## src/hdl/binary_image_component_labeler_macros.svh

```systemverilog
// assertion macros for the component labeler
`ifndef BINARY_IMAGE_COMPONENT_LABELER_MACROS_SVH
`define BINARY_IMAGE_COMPONENT_LABELER_MACROS_SVH
`ifndef SYNTHESIS
`define BICL_ASSERT_IMP(label, clk, rst, ante, cons) \
   label: assert property (@(posedge clk) disable iff (rst) (ante) |-> (cons)) \
      else $error("labeler check failed");
`define BICL_ASSERT_NEXT(label, clk, rst, ante, cons) \
   label: assert property (@(posedge clk) disable iff (rst) (ante) |=> (cons)) \
      else $error("labeler check failed");
`else
`define BICL_ASSERT_IMP(label, clk, rst, ante, cons)
`define BICL_ASSERT_NEXT(label, clk, rst, ante, cons)
`endif
`endif

```

## src/hdl/bicl_ram.sv

```systemverilog
// single-port RAM with registered read
module bicl_ram #(
   parameter int WIDTH = 8,
   parameter int DEPTH = 256
) (
   input  logic                     clock,
   input  logic                     we,
   input  logic [$clog2(DEPTH)-1:0] addr,
   input  logic [WIDTH-1:0]         wdata,
   output logic [WIDTH-1:0]         rdata
);

   logic [WIDTH-1:0] mem_ff [DEPTH];
   logic [WIDTH-1:0] rdata_ff;

   // write port and registered read port
   always_ff @(posedge clock) begin
      if (we) begin
         mem_ff[addr] <= wdata;
      end
      rdata_ff <= mem_ff[addr];
   end

   assign rdata = rdata_ff;

endmodule

```

## config.mk

```make
export PLATFORM = sky130hd
export DESIGN_NAME = bicl_ram
export DESIGN_NICKNAME = d
export VERILOG_FILES = /design/src/hdl/binary_image_component_labeler_macros.svh /design/src/hdl/bicl_ram.sv
export SDC_FILE = /design/constraint.sdc
export NUM_CORES = 2
export LEC_CHECK = 0
export BUFFER_PORTS_ARGS = -buffer_cell sky130_fd_sc_hd__buf_2
export CORE_MARGIN = 2
export CORE_UTILIZATION = 30
export DETAILED_ROUTE_END_ITERATION = 7
export PLACE_DENSITY = 0.48
export SLEW_MARGIN = 25
export SYNTH_ARGS = -nofsm -noshare
export SYNTH_HDL_FRONTEND = slang
export SYNTH_SLANG_ARGS = --single-unit
```

## constraint.sdc

```tcl
create_clock -name clock -period 4.46 [get_ports clock]
set_clock_uncertainty 0.05 [all_clocks]
set_input_delay 0.892 -clock clock [delete_from_list [all_inputs] [get_ports clock]]
set_output_delay 0.892 -clock clock [all_outputs]
set_load 0.02 [all_outputs]
```

==> impl_metrics.yaml <==
run_status:
  outcome: "finished clean"
setup_path:
  cp_data_arrival_time_ns: 4.21
  crit_chain: "buf_8 -> buf_4 -> buf_4 -> mux4_2 -> a22oi_1 -> a21oi_1 -> o41ai_1 -> buf_4 -> nand4_1"
  cp_slowest_cell: "o41ai_1"
  start_kind: "input port"
  cpPeakStageDelay_ns: 0.82
  cp_top_family: "buffers and inverters"
  cp-endpoint: "rdata[1]"
  crit_cells: 9
  critPathCaptureType: "flip-flop"
  crit_start: "addr[0]"
  crit_required_ns: 5.11
  rr_endpoint: "rdata[2]"
  cp_common_cell: "buf_4"
  reg2reg_depth: 6
  critPathKind: "input port to flip-flop"
  reg2reg_from: "mem_ff[168][2]"
  reg2reg_setup_slack_ns: 1.68
  critical_path_buf_inv_count: 4
  crit_path_max_fanout: 28
cells_and_area:
  postLayoutCoreUtil: 0.3567
  drive_gt1_frac: 0.3106
  n_fill_cell: 23970
  n_antenna_cell: 0
  finalNonFillerCells: 7665
  syn_to_final_growth_pct: 18.14
  final_net_count: 4012
sta:
  setup_violations: 0
  hold_viol_final: 0
  slew_violations: 0
  period_needed_ns: 3.557
  whs_ns: 0.4097
  rsz0062_at_grt: "false"
  fmax_mhz: 281.1
  worstMarginPinSlew_ns: 1.085
  slew_headroom: 0.2768
  min_period_over_period: 0.7976
hold_path:
  hp-class: "input port to flip-flop"
cts:
  cts_inserted_buffers: 213
  cts.clk_slew.worst_paths_ns: 0.06
  postCtsHoldBufs: 0
  htreeDepth: 4
  clk_path_buf_depth: 3
  post_cts_resized: 0
  root_buffer: "clkbuf_16"
  post_cts_buffers: 0
  clock-sinks: 2056
  cts_tree: "done"
  worstSkewPairLatency_ns: 0.86
synth:
  syn_nets: 3565
  syn-cell-area_um2: 78490
  synth_top_area_frac: 0.7835
  synthCells: 3547
  synthTopCellsByArea: "edfxtp_1 (78%), mux4_2 (15%), a22oi_1 (2.4%)"
  ys_warn_count: 0
  seq_area_frac_synth: 0.7855
  syn-mean-instance-area_um2: 22.13
  yosysTopAreaCell: "edfxtp_1"
  synth_cell_type_count: 22
  synth-seq-cells: 2056
power:
  ir_drop_uv: 348.6
  total_power_w: 0.04062
  powerDensity_nw_per_um2: 438.0
  p_leak_nw: 28.52
grt:
  antenna_found_initial: 13
  grt_overflow: 0
  grt_pass1_wl_um: 303700
  grt_max_degree: 141
  grt_pass1_vias: 39920
  grt_usage: 0.1594
die:
  fp-row-count: 187
  fp.coreArea_um2: 259900
  die_x_um: 515.5
  initial_utilization: 0.3020
  io_pins: 26
  die_area_um2: 265800
  dieHeight_um: 515.5
drt:
  avgViaCountPerCell: 5.013
  first_pass_iters: 5
  vias: 38420
  drc: 0
  wl_per_cell_um: 27.80
  first_iter_violations: 3870
  final_antenna_net_count: 0
  drt-total-wl_um: 213100
place:
  placed_cells: 7273
  io_buffers: 25
  hpwl_um: 129800
  gp_congestion: 0.7643
job:
  drv_cap: 0
## placed cells by master (no fill, tap or decap), types with 6 or more instances in the layout
cell	n
buf_8	10
nor3_1	30
a21oi_1	128
nand2_1	26
clkbuf_1	51
nand3_1	6
buf_2	15
bufinv_16	13
nor2_1	230
buf_4	396
o41ai_1	29
clkinv_1	41
clkbuf_8	11
a22oi_1	256
edfxtp_1	2048
dfxtp_1	8
clkbuf_16	217
nand4_1	8
nand3_2	7
buf_12	41
clkinv_2	37
clkinvlp_4	6
mux4_2	512
## cell type report
class                   instances  area (um2)  area share
inverters                       1       3.754  0.00004048
repair buffers                464        4074     0.04393
clock inverters               111        1016     0.01096
clock buffers                 279        5773     0.06226
flip-flops and latches       2056       61660      0.6649
well taps                    3496        4374     0.04717
multi-input cells            1258       15830      0.1707
## where the power goes
group | switching [W] | internal [W]
Sequential | 0.0000364 | 0.0213
Combinational | 0.00126 | 0.000690
Clock | 0.00748 | 0.00985
## per-layer routing
layer,GRT usage,vias to the layer above,wire (um)
met5,0,-,32
met4,0.03843,6,4365
met3,0.02373,257,11550
met2,0.2587,1105,103400
met1,0.2251,21060,93770
li1,-,15990,-
## cell usage after synthesis
master / number
a21oi_1: 128
a22oi_1: 256
and2_1: 3
buf_1: 19
buf_2: 36
buf_4: 16
buf_6: 16
clkbuf_1: 145
dfxtp_1: 8
edfxtp_1: 2048
inv_1: 1
mux4_2: 512
nand2_1: 28
nand2b_1: 6
nand3_1: 13
nand4_1: 8
nor2_1: 232
nor2b_1: 7
nor3_1: 30
o41ai_1: 32
or2_2: 2
or3_1: 1
## registers in the layout, summed over array words and instances (netlist names)
register / cells
rdata: 8
mem_ff: 2048
## logic make-up (layout without fill, tap and decap cells)
family | after synthesis | after routing | synth area share
compound gates | 416 | 416 | 0.03622
buf+inv | 233 | 855 | 0.01401
flops | 2056 | 2056 | 0.7855
mux | 512 | 512 | 0.1469
simple gates | 330 | 330 | 0.01733
## how the worst min path moves through the flow
stage                   startpoint        endpoint  slack, ns  depth (start not counted)
global placement     mem_ff[26][2]        rdata[2]       1.02                          6
finish                    wdata[1]  mem_ff[146][1]       0.41                          1
global route              wdata[1]  mem_ff[146][1]       0.38                          1
floorplan           mem_ff[146][0]        rdata[0]       0.77                          5
detailed placement  mem_ff[102][1]        rdata[1]        1.0                          5
CTS                       wdata[6]   mem_ff[60][6]       0.45                          1
## metrics by stage
step / setup slack, ns / setup TNS, ns / cell area [um2]
after floorplan: 1.299 / 0 / 78490
after global placement: -0.6790 / -1.188 / 85840
after detailed placement: -0.06233 / -0.06233 / 85880
after CTS: 0.8330 / 0 / 92670
after global routing: 0.8199 / 0 / 92730
final: 0.9028 / 0 / 92730
Power figures use the tool's default switching activity.
